===== src/design/me_pkg.sv =====
// Shared constants, sequencer state codes and control structs for the
// modular exponentiation block. No dependencies.
package me_pkg;

   localparam int unsigned FIELD_BITS       = 63;
   localparam int unsigned OPERAND_BITS_DEF = 63;

   typedef enum logic [2:0] {
      ST_IDLE,
      ST_CHECK,
      ST_STEP,
      ST_WAIT,
      ST_DONE
   } me_state_type;

   typedef enum logic [1:0] {
      OP_REDUCE,
      OP_MUL,
      OP_SQUARE
   } me_op_type;

   typedef struct packed {
      logic start;
   } me_mul_cmd_type;

   typedef struct packed {
      logic busy;
      logic done;
   } me_mul_stat_type;

endpackage


===== src/design/me_req_if.sv =====
// Request channel: valid/ready handshake carrying base and exponent.
// Depends on me_pkg for the field width.
interface me_req_if;
   import me_pkg::*;

   logic                  valid;
   logic                  ready;
   logic [FIELD_BITS-1:0] base;
   logic [FIELD_BITS-1:0] exponent;

   modport source (output valid, output base, output exponent, input ready);
   modport sink   (input valid, input base, input exponent, output ready);
endinterface


===== src/design/me_rsp_if.sv =====
// Response channel: valid/ready handshake carrying the power.
// Depends on me_pkg for the field width.
interface me_rsp_if;
   import me_pkg::*;

   logic                  valid;
   logic                  ready;
   logic [FIELD_BITS-1:0] power;

   modport source (output valid, output power, input ready);
   modport sink   (input valid, input power, output ready);
endinterface


===== src/design/me_mulmod.sv =====
// Bit-serial modular multiplier: x * y mod m, one bit of y per cycle, MSB first.
// Depends on me_pkg for the command and status structs.
module me_mulmod #(
   parameter int unsigned OPERAND_BITS = me_pkg::OPERAND_BITS_DEF
) (
   input  logic                       clock,
   input  logic                       reset,
   input  me_pkg::me_mul_cmd_type     cmd,
   input  logic [OPERAND_BITS-1:0]    x,
   input  logic [OPERAND_BITS-1:0]    y,
   input  logic [OPERAND_BITS-1:0]    m,
   output me_pkg::me_mul_stat_type    stat,
   output logic [OPERAND_BITS-1:0]    product
);
   import me_pkg::*;

   localparam int unsigned W  = OPERAND_BITS;
   localparam int unsigned CW = $clog2(W + 1);
   localparam int unsigned XW = W + 3;

   logic          busy_ff, busy_in;
   logic          done_ff, done_in;
   logic [CW-1:0] cnt_ff, cnt_in;
   logic [W-1:0]  acc_ff, acc_in;
   logic [W-1:0]  x_ff, x_in;
   logic [W-1:0]  y_ff, y_in;
   logic [W-1:0]  m_ff, m_in;

   logic [W-1:0]  addend;
   logic [XW-1:0] sum;
   logic [XW-1:0] diff1;
   logic [XW-1:0] diff2;
   logic [W-1:0]  acc_step;

   // 2*acc + x stays below 3m, so one of three parallel candidates is the residue
   always_comb begin
      addend   = y_ff[W-1] ? x_ff : '0;
      sum      = {2'b00, acc_ff, 1'b0} + {3'b000, addend};
      diff1    = sum - {3'b000, m_ff};
      diff2    = sum - {2'b00, m_ff, 1'b0};
      if (!diff2[XW-1]) begin
         acc_step = diff2[W-1:0];
      end else if (!diff1[XW-1]) begin
         acc_step = diff1[W-1:0];
      end else begin
         acc_step = sum[W-1:0];
      end
   end

   always_comb begin
      busy_in = busy_ff;
      done_in = 1'b0;
      cnt_in  = cnt_ff;
      acc_in  = acc_ff;
      x_in    = x_ff;
      y_in    = y_ff;
      m_in    = m_ff;
      if (cmd.start && !busy_ff) begin
         busy_in = 1'b1;
         cnt_in  = CW'(W);
         acc_in  = '0;
         x_in    = x;
         y_in    = y;
         m_in    = m;
      end else if (busy_ff) begin
         acc_in = acc_step;
         y_in   = {y_ff[W-2:0], 1'b0};
         cnt_in = cnt_ff - CW'(1);
         if (cnt_ff == CW'(1)) begin
            busy_in = 1'b0;
            done_in = 1'b1;
         end
      end
   end

   always_ff @(posedge clock) begin
      if (reset) begin
         busy_ff <= 1'b0;
         done_ff <= 1'b0;
         cnt_ff  <= '0;
      end else begin
         busy_ff <= busy_in;
         done_ff <= done_in;
         cnt_ff  <= cnt_in;
      end
   end

   always_ff @(posedge clock) begin
      acc_ff <= acc_in;
      x_ff   <= x_in;
      y_ff   <= y_in;
      m_ff   <= m_in;
   end

   assign stat.busy = busy_ff;
   assign stat.done = done_ff;
   assign product   = acc_ff;

endmodule


===== src/design/me_ctrl.sv =====
// Square-and-multiply sequencer: scans the exponent LSB first through a
// shift register and drives the shared bit-serial multiplier. Depends on me_pkg.
module me_ctrl #(
   parameter int unsigned OPERAND_BITS = me_pkg::OPERAND_BITS_DEF
) (
   input  logic                       clock,
   input  logic                       reset,
   input  logic                       in_valid,
   output logic                       in_ready,
   input  logic [OPERAND_BITS-1:0]    in_base,
   input  logic [OPERAND_BITS-1:0]    in_exponent,
   input  logic [OPERAND_BITS-1:0]    modulus,
   output me_pkg::me_mul_cmd_type     mul_cmd,
   output logic [OPERAND_BITS-1:0]    mul_x,
   output logic [OPERAND_BITS-1:0]    mul_y,
   input  me_pkg::me_mul_stat_type    mul_stat,
   input  logic [OPERAND_BITS-1:0]    mul_product,
   input  logic                       out_free,
   output logic                       fin,
   output logic [OPERAND_BITS-1:0]    result
);
   import me_pkg::*;

   localparam int unsigned W = OPERAND_BITS;

   me_state_type state_ff, state_in;
   me_op_type    op_ff, op_in;
   logic [W-1:0] e_ff, e_in;
   logic [W-1:0] sq_ff, sq_in;
   logic [W-1:0] res_ff, res_in;

   logic e_zero;
   logic e_last;
   logic m_small;

   assign e_zero  = (e_ff == '0);
   assign e_last  = (e_ff[W-1:1] == '0);
   assign m_small = (modulus[W-1:1] == '0);

   // next state and next operation
   always_comb begin
      state_in = state_ff;
      op_in    = op_ff;
      case (state_ff)
         ST_IDLE: begin
            if (in_valid) begin
               state_in = ST_CHECK;
            end
         end
         ST_CHECK: begin
            if (e_zero || m_small) begin
               state_in = ST_DONE;
            end else if (!mul_stat.busy) begin
               state_in = ST_WAIT;
               op_in    = OP_REDUCE;
            end
         end
         ST_STEP: begin
            if (e_zero) begin
               state_in = ST_DONE;
            end else if (!mul_stat.busy) begin
               state_in = ST_WAIT;
               op_in    = e_ff[0] ? OP_MUL : OP_SQUARE;
            end
         end
         ST_WAIT: begin
            if (mul_stat.done) begin
               case (op_ff)
                  OP_REDUCE: state_in = ST_STEP;
                  OP_MUL: begin
                     if (e_last) begin
                        state_in = ST_DONE;
                     end else begin
                        op_in = OP_SQUARE;
                     end
                  end
                  OP_SQUARE: state_in = ST_STEP;
                  default:   state_in = ST_IDLE;
               endcase
            end
         end
         ST_DONE: begin
            if (out_free) begin
               state_in = ST_IDLE;
            end
         end
         default: state_in = ST_IDLE;
      endcase
   end

   // control outputs
   always_comb begin
      in_ready      = 1'b0;
      mul_cmd.start = 1'b0;
      mul_x         = sq_ff;
      mul_y         = sq_ff;
      fin           = 1'b0;
      case (state_ff)
         ST_IDLE: in_ready = 1'b1;
         ST_CHECK: begin
            // reduce the base as 1 * base mod m
            mul_cmd.start = !e_zero && !m_small && !mul_stat.busy;
            mul_x         = W'(1);
         end
         ST_STEP: begin
            mul_cmd.start = !e_zero && !mul_stat.busy;
            mul_x         = e_ff[0] ? res_ff : sq_ff;
         end
         ST_WAIT: begin
            // chain the square right behind the multiply
            mul_cmd.start = mul_stat.done && (op_ff == OP_MUL) && !e_last;
         end
         ST_DONE: fin = out_free;
         default: in_ready = 1'b0;
      endcase
   end

   // datapath
   always_comb begin
      e_in   = e_ff;
      sq_in  = sq_ff;
      res_in = res_ff;
      case (state_ff)
         ST_IDLE: begin
            if (in_valid) begin
               e_in   = in_exponent;
               sq_in  = in_base;
               res_in = W'(1);
            end
         end
         ST_CHECK: begin
            if (!e_zero && m_small) begin
               res_in = '0;
            end
         end
         ST_WAIT: begin
            if (mul_stat.done) begin
               case (op_ff)
                  OP_REDUCE: sq_in = mul_product;
                  OP_MUL:    res_in = mul_product;
                  OP_SQUARE: begin
                     sq_in = mul_product;
                     e_in  = e_ff >> 1;
                  end
                  default:   sq_in = sq_ff;
               endcase
            end
         end
         default: e_in = e_ff;
      endcase
   end

   always_ff @(posedge clock) begin
      if (reset) begin
         state_ff <= ST_IDLE;
         op_ff    <= OP_REDUCE;
      end else begin
         state_ff <= state_in;
         op_ff    <= op_in;
      end
   end

   always_ff @(posedge clock) begin
      e_ff   <= e_in;
      sq_ff  <= sq_in;
      res_ff <= res_in;
   end

   assign result = res_ff;

endmodule


===== src/design/modular_exponentiation.sv =====
// A zero exponent or a modulus of 0 or 1 is answered without any modular product;
// otherwise the result takes 1 + (position of top exponent bit) + (set exponent bits)
// modular products, all computed in turn by the one bit-serial multiplier.
// One item in flight; the next is accepted once the result reaches the output register.
// Reset (synchronous, active high) sets the modulus to 1 and empties the pipeline.
module modular_exponentiation #(
   parameter int unsigned OPERAND_BITS = me_pkg::OPERAND_BITS_DEF
) (
   input  logic                          clock,
   input  logic                          reset,
   input  logic                          csr_wr_en,
   input  logic [me_pkg::FIELD_BITS-1:0] csr_wr_data,
   me_req_if.sink                        req_ch,
   me_rsp_if.source                      rsp_ch
);
   import me_pkg::*;

   localparam int unsigned W = OPERAND_BITS;

   logic [FIELD_BITS-1:0] modulus_ff, modulus_in;
   logic                  rsp_valid_ff, rsp_valid_in;
   logic [FIELD_BITS-1:0] power_ff, power_in;

   me_mul_cmd_type  mul_cmd;
   me_mul_stat_type mul_stat;
   logic [W-1:0]    mul_x;
   logic [W-1:0]    mul_y;
   logic [W-1:0]    mul_product;
   logic            out_free;
   logic            fin;
   logic [W-1:0]    result;

   assign modulus_in   = csr_wr_en ? csr_wr_data : modulus_ff;
   assign out_free     = !rsp_valid_ff || rsp_ch.ready;
   assign rsp_valid_in = fin || (rsp_valid_ff && !rsp_ch.ready);
   assign power_in     = fin ? FIELD_BITS'(result) : power_ff;

   always_ff @(posedge clock) begin
      if (reset) begin
         modulus_ff   <= FIELD_BITS'(1);
         rsp_valid_ff <= 1'b0;
      end else begin
         modulus_ff   <= modulus_in;
         rsp_valid_ff <= rsp_valid_in;
      end
   end

   always_ff @(posedge clock) begin
      power_ff <= power_in;
   end

   assign rsp_ch.valid = rsp_valid_ff;
   assign rsp_ch.power = power_ff;

   me_ctrl #(
      .OPERAND_BITS(OPERAND_BITS)
   ) u_ctrl (
      .clock       (clock),
      .reset       (reset),
      .in_valid    (req_ch.valid),
      .in_ready    (req_ch.ready),
      .in_base     (req_ch.base[W-1:0]),
      .in_exponent (req_ch.exponent[W-1:0]),
      .modulus     (modulus_ff[W-1:0]),
      .mul_cmd     (mul_cmd),
      .mul_x       (mul_x),
      .mul_y       (mul_y),
      .mul_stat    (mul_stat),
      .mul_product (mul_product),
      .out_free    (out_free),
      .fin         (fin),
      .result      (result)
   );

   me_mulmod #(
      .OPERAND_BITS(OPERAND_BITS)
   ) u_mulmod (
      .clock   (clock),
      .reset   (reset),
      .cmd     (mul_cmd),
      .x       (mul_x),
      .y       (mul_y),
      .m       (modulus_ff[W-1:0]),
      .stat    (mul_stat),
      .product (mul_product)
   );

endmodule


===== src/flat_wrapper.sv =====
// flat-port wrapper written by rule: the top's interface ports become plain ports
module modular_exponentiation_flat import me_pkg::*;
#(
   parameter int unsigned OPERAND_BITS = me_pkg::OPERAND_BITS_DEF
)
  (clock, reset, csr_wr_en, csr_wr_data, req_ch_valid, req_ch_base, req_ch_exponent, req_ch_ready, rsp_ch_valid, rsp_ch_power, rsp_ch_ready);
  me_req_if req_ch_i ();
  me_rsp_if rsp_ch_i ();
  input  logic clock;
  input  logic reset;
  input  logic csr_wr_en;
  input  logic [me_pkg::FIELD_BITS-1:0] csr_wr_data;
  input wire logic [$bits(req_ch_i.valid)-1:0] req_ch_valid;
  input wire logic [$bits(req_ch_i.base)-1:0] req_ch_base;
  input wire logic [$bits(req_ch_i.exponent)-1:0] req_ch_exponent;
  output wire logic [$bits(req_ch_i.ready)-1:0] req_ch_ready;
  output wire logic [$bits(rsp_ch_i.valid)-1:0] rsp_ch_valid;
  output wire logic [$bits(rsp_ch_i.power)-1:0] rsp_ch_power;
  input wire logic [$bits(rsp_ch_i.ready)-1:0] rsp_ch_ready;
  assign req_ch_i.valid = req_ch_valid;
  assign req_ch_i.base = req_ch_base;
  assign req_ch_i.exponent = req_ch_exponent;
  assign req_ch_ready = req_ch_i.ready;
  assign rsp_ch_valid = rsp_ch_i.valid;
  assign rsp_ch_power = rsp_ch_i.power;
  assign rsp_ch_i.ready = rsp_ch_ready;
  modular_exponentiation #(.OPERAND_BITS(OPERAND_BITS)) u_core (.clock(clock), .reset(reset), .csr_wr_en(csr_wr_en), .csr_wr_data(csr_wr_data), .req_ch(req_ch_i), .rsp_ch(rsp_ch_i));
endmodule

===== config.mk =====
export PLATFORM = sky130hd
export DESIGN_NAME = modular_exponentiation_flat
export DESIGN_NICKNAME = d
export VERILOG_FILES = /design/src/design/me_pkg.sv /design/src/design/me_req_if.sv /design/src/design/me_rsp_if.sv /design/src/design/me_mulmod.sv /design/src/design/me_ctrl.sv /design/src/design/modular_exponentiation.sv /design/src/flat_wrapper.sv
export SDC_FILE = /design/constraint.sdc
export NUM_CORES = 1
export LEC_CHECK = 0
export BUFFER_PORTS_ARGS = -buffer_cell sky130_fd_sc_hd__buf_2
export CAP_MARGIN = 10
export CORE_ASPECT_RATIO = 1.25
export CORE_MARGIN = 4
export CORE_UTILIZATION = 25
export DETAILED_ROUTE_END_ITERATION = 10
export GPL_TIMING_DRIVEN = 0
export SYNTH_ARGS = -nofsm -noshare
export SYNTH_HDL_FRONTEND = slang
export SYNTH_SLANG_ARGS = --single-unit

===== constraint.sdc =====
create_clock -name clock -period 7.2 [get_ports clock]
set_input_delay 0 -clock clock [delete_from_list [all_inputs] [get_ports clock]]
set_output_delay 0 -clock clock [all_outputs]
set_load 0.01 [all_outputs]

==> run_results.csv <==
group,metric,value,unit
finish,nets,4306,
clock_network,cts_tree,"yes",
grt,grt_usage,0.1711,
setup_path,timing.rr.start,"u_core.u_mulmod.y_ff[62]$_DFFE_PP_",
setup_path,r2r_setup_slack,0.15,ns
synth,yosys_most_used_dff,"edfxtp_1",
finish,final_cells,5739,
setup_path,end_kind,"register",
timing,slew_viol_final,0,
clock_network,root_buffer,"clkbuf_16",
placed_design,port_buffers,256,
setup_path,crit_family,"compound AO/OA/AOI/OAI gates",
timing,final.setup_skew,0.04351,ns
setup_path,worstSetupStartpointType,"register",
floorplanning,dieArea,142900,sq um
routing,ant_nets,0,
timing,finalHoldViolations,0,
setup_path,critPathMaxFanout,10,
setup_path,reg2regPathDepth,28,
clock_network,h-tree-depth,3,
clock_network,path_clk_slew,0.06,ns
floorplanning,die_y,421.6,um
floorplanning,pin_count,259,
synth,yosys-top-cells-area,"edfxtp_1, dfxtp_1, ha_1",
setup_path,cp.arrival,7.57,ns
synth,yosys.area.top_type_share,0.3870,
finish,areaGrowthSynthToFinish,25.55,%
finish,fill_cells,13920,
setup_path,crit_required,7.72,ns
clock_network,clk_latency,0.68,ns
routing,post_drt_wl_per_cell,22.11,um
synth,synthTopCellsByCount,"edfxtp_1, nand2_1, a21oi_1, ha_1, nor2_1",
routing,drc,0,
setup_path,path_buf_inv,8,
timing,tightest_slew,1.189,ns
worst_hold_path,min_path_type,"input pin to register",
synth,syn_inst,3359,
timing,period_needed,7.050,ns
power_and_ir_drop,total_power,22.91,mW
setup_path,crit_slowest_cell,"or4_4",
worst_hold_path,min_path_cells,3,
finish,regArea,16050,sq um
flow_run,maxCapViolCount,0,
synth,syn-num-nets,3746,
clock_network,cts_buffer_depth,3,
worst_hold_path,hold_end,"u_core.modulus_ff[1]$_SDFFE_PP0P_",
timing,max_slew_margin,0.2053,
placed_design,gp_congestion,0.9415,
setup_path,slowest_delay,0.60,ns
routing,drt_iter0_markers,2114,
setup_path,crit_top_cell,"buf_4",
finish,drive_gt1_frac,0.1551,
timing,timing.fmax,141.8,MHz
grt,overflow,0,
floorplanning,start_util,0.2519,
placed_design,dp_hpwl,99.81,mm
grt,grt_max_degree,64,
status,status,"complete, no violations",
power_and_ir_drop,ir_drop,0.2821,mV
synth,yosysTopAreaCell,"edfxtp_1",
setup_path,r2r-end,"u_core.u_mulmod.product[56]$_SDFFE_PP0P_",
floorplanning,dieWidth,338.9,um
power_and_ir_drop,power.leakage,17.44,nW
synth,synthArstFlopShare,0,
synth,avgSynthCellArea,10.19,sq um
synth,synth_cell_type_count,93,
routing,routed_wl,126.9,mm
grt,grt_pass1_vias,29200,
power_and_ir_drop,powerDensity,533.4,nW/um^2
routing,vias,28710,
routing,firstDrtPassIters,7,
synth,syn_area,34220,sq um
synth,synth-seq-area-share,0.4690,
synth,synth_seq_cells,581,
clock_network,clock-sinks,581,
placed_design,dpl.cell_count,5386,
setup_path,path_class,"register to register",
timing,period_share,0.9791,
floorplanning,rows,151,
synth,ys_warn_count,0,
finish,multi_input_area,17490,sq um
synth,synth_most_common_cell,"edfxtp_1",
timing,setup_violations,0,
floorplanning,core,135800,sq um
clock_network,cts_buffers,66,
routing,viasPerCell,5.003,
grt,antenna_found_initial,10,
grt,grt_pass1_wl,185.8,mm
synth,synth_edf_count,441,
worst_hold_path,min-delay-start,"csr_wr_en",
-- worst max path at each step --
stage | cells past startpoint | from | end | slack [ns]
3_5_place_dp | 25 | u_core.u_mulmod.y_ff[62]$_DFFE_PP_ | u_core.u_mulmod.product[39]$_SDFFE_PP0P_ | -2.32
4_1_cts | 25 | u_core.u_mulmod.y_ff[62]$_DFFE_PP_ | u_core.u_mulmod.product[50]$_SDFFE_PP0P_ | 0.01
2_1_floorplan | 10 | u_core.u_ctrl.state_ff[1]$_SDFFE_PP0P_ | u_core.u_mulmod.y_ff[56]$_DFFE_PP_ | 0.82
6_report | 28 | u_core.u_mulmod.y_ff[62]$_DFFE_PP_ | u_core.u_mulmod.product[56]$_SDFFE_PP0P_ | 0.15
3_3_place_gp | 10 | u_core.u_ctrl.state_ff[1]$_SDFFE_PP0P_ | u_core.u_mulmod.y_ff[58]$_DFFE_PP_ | -4.55
5_1_grt | 28 | u_core.u_mulmod.y_ff[62]$_DFFE_PP_ | u_core.u_mulmod.product[56]$_SDFFE_PP0P_ | -0.01
-- routing by layer --
metal  track usage  up-vias  part of all wire
li1              -    13620                 -
met1        0.2077    13980              0.42
met2        0.3023      889              0.49
met3       0.02350      218             0.044
met4       0.07394        0             0.045
met5             0        -                 0
-- power by group --
| group | leakage, nW | switching, mW | total [mW] | internal [mW] |
|---|---|---|---|---|
| Clock | 1.08 | 1.55 | 3.56 | 2.00 |
| Combinational | 11.0 | 8.90 | 14.3 | 5.36 |
| Sequential | 5.36 | 0.428 | 5.10 | 4.67 |
| Total | 17.4 | 10.9 | 22.9 | 12.0 |
-- layout make-up --
class / instances / area share
timing repair buffer: 506 / 0.08866
inverter: 131 / 0.01150
tap: 1759 / 0.05123
clock inverter: 43 / 0.01159
buffer: 139 / 0.01532
sequential: 581 / 0.3735
multi-input combinational: 2494 / 0.4070
clock buffer: 78 / 0.04069
antenna: 8 / 0.0004660
-- per-stage QoR --
step	area, sq um	setup slack, ns	TNS, ns	hold slack, ns	util
3_5_place_dp	37980	-2.318	-136.72	0.2136	0.2796
6_report	42960	0.1502	0	0.02338	0.3162
2_1_floorplan	34220	0.8192	0	0.1224	-
5_1_grt	42950	-0.01438	-0.02716	0.03379	0.3161
3_3_place_gp	37700	-4.547	-765.18	0.2123	0.2775
4_1_cts	42690	0.01006	0	0.00008360	0.3142
-- sequential cells by signal (all words and copies together), names as in the netlist --
signal and count:
u_core.u_mulmod.y_ff 63, u_core.u_mulmod.x_ff 63, u_core.u_mulmod.cnt_ff 6, u_core.u_ctrl.result 63, u_core.u_ctrl.mul_y 63, u_core.u_mulmod.product 63, u_core.u_ctrl.state_ff 3, u_core.rsp_ch.valid 1
u_core.u_ctrl.op_ff 2, u_core.u_mulmod.done_ff 1, u_core.u_mulmod.m_ff 63, u_core.modulus_ff 63, u_core.u_mulmod.busy_ff 1, u_core.rsp_ch.power 63, u_core.u_ctrl.e_ff 63
-- repair_timing --
item,CTS,global route
hold buffers,203,0
endpoints found under the setup margin,63,62
resized for setup,59,53
hold endpoints to repair,196,0
pin swaps,11,17
buffers inserted,19,15
-- kinds of logic (layout without fill, tap and decap cells) --
| logic type | after synthesis | in the layout | synth area share |
|---|---|---|---|
| AO/OA/AOI/OAI | 944 | 944 | 0.1868 |
| XOR/XNOR | 167 | 167 | 0.04330 |
| adder cells (fa/ha/maj) | 193 | 193 | 0.07124 |
| buffers and inverters | 284 | 897 | 0.03401 |
| flip-flops | 581 | 581 | 0.4690 |
| multiplexers | 173 | 173 | 0.05299 |
| other | 0 | 8 | 0 |
| AND/OR/NAND/NOR | 1017 | 1017 | 0.1427 |
-- worst register-to-register path: cells and delay by family (launching register included) --
kind,cells,cell delay (ns)
flip-flops,1,0.39
buffers and inverters,8,1.47
adder cells (fa/ha/maj),2,0.73
AND/OR/NAND/NOR,8,2.01
AO/OA/AOI/OAI,10,2.31
-- cells in the final DEF, fill, tap and decap left out, types with 10 or more instances in the layout --
master	count
a211o_1	13
a211oi_1	19
a21o_1	150
a21oi_1	222
a22o_1	62
a22oi_1	47
a31oi_1	29
and2_1	138
and3_1	25
buf_2	269
buf_4	40
clkbuf_1	106
clkbuf_16	67
dfxtp_1	140
dlygate4sd3_1	203
edfxtp_1	441
ha_1	184
inv_1	129
mux2_2	65
mux2i_1	107
nand2_1	390
nand2b_1	21
nand3_1	51
nand4_1	37
nor2_1	181
nor2b_1	16
nor3_1	43
nor4_1	39
o211ai_1	29
o21a_1	23
o21ai_0	143
o21ai_1	17
o21bai_1	39
o221ai_1	10
o31ai_1	11
or2_2	10
or3_1	11
xnor2_1	100
xor2_1	56
No activity file was read; power rests on OpenSTA's default activity.
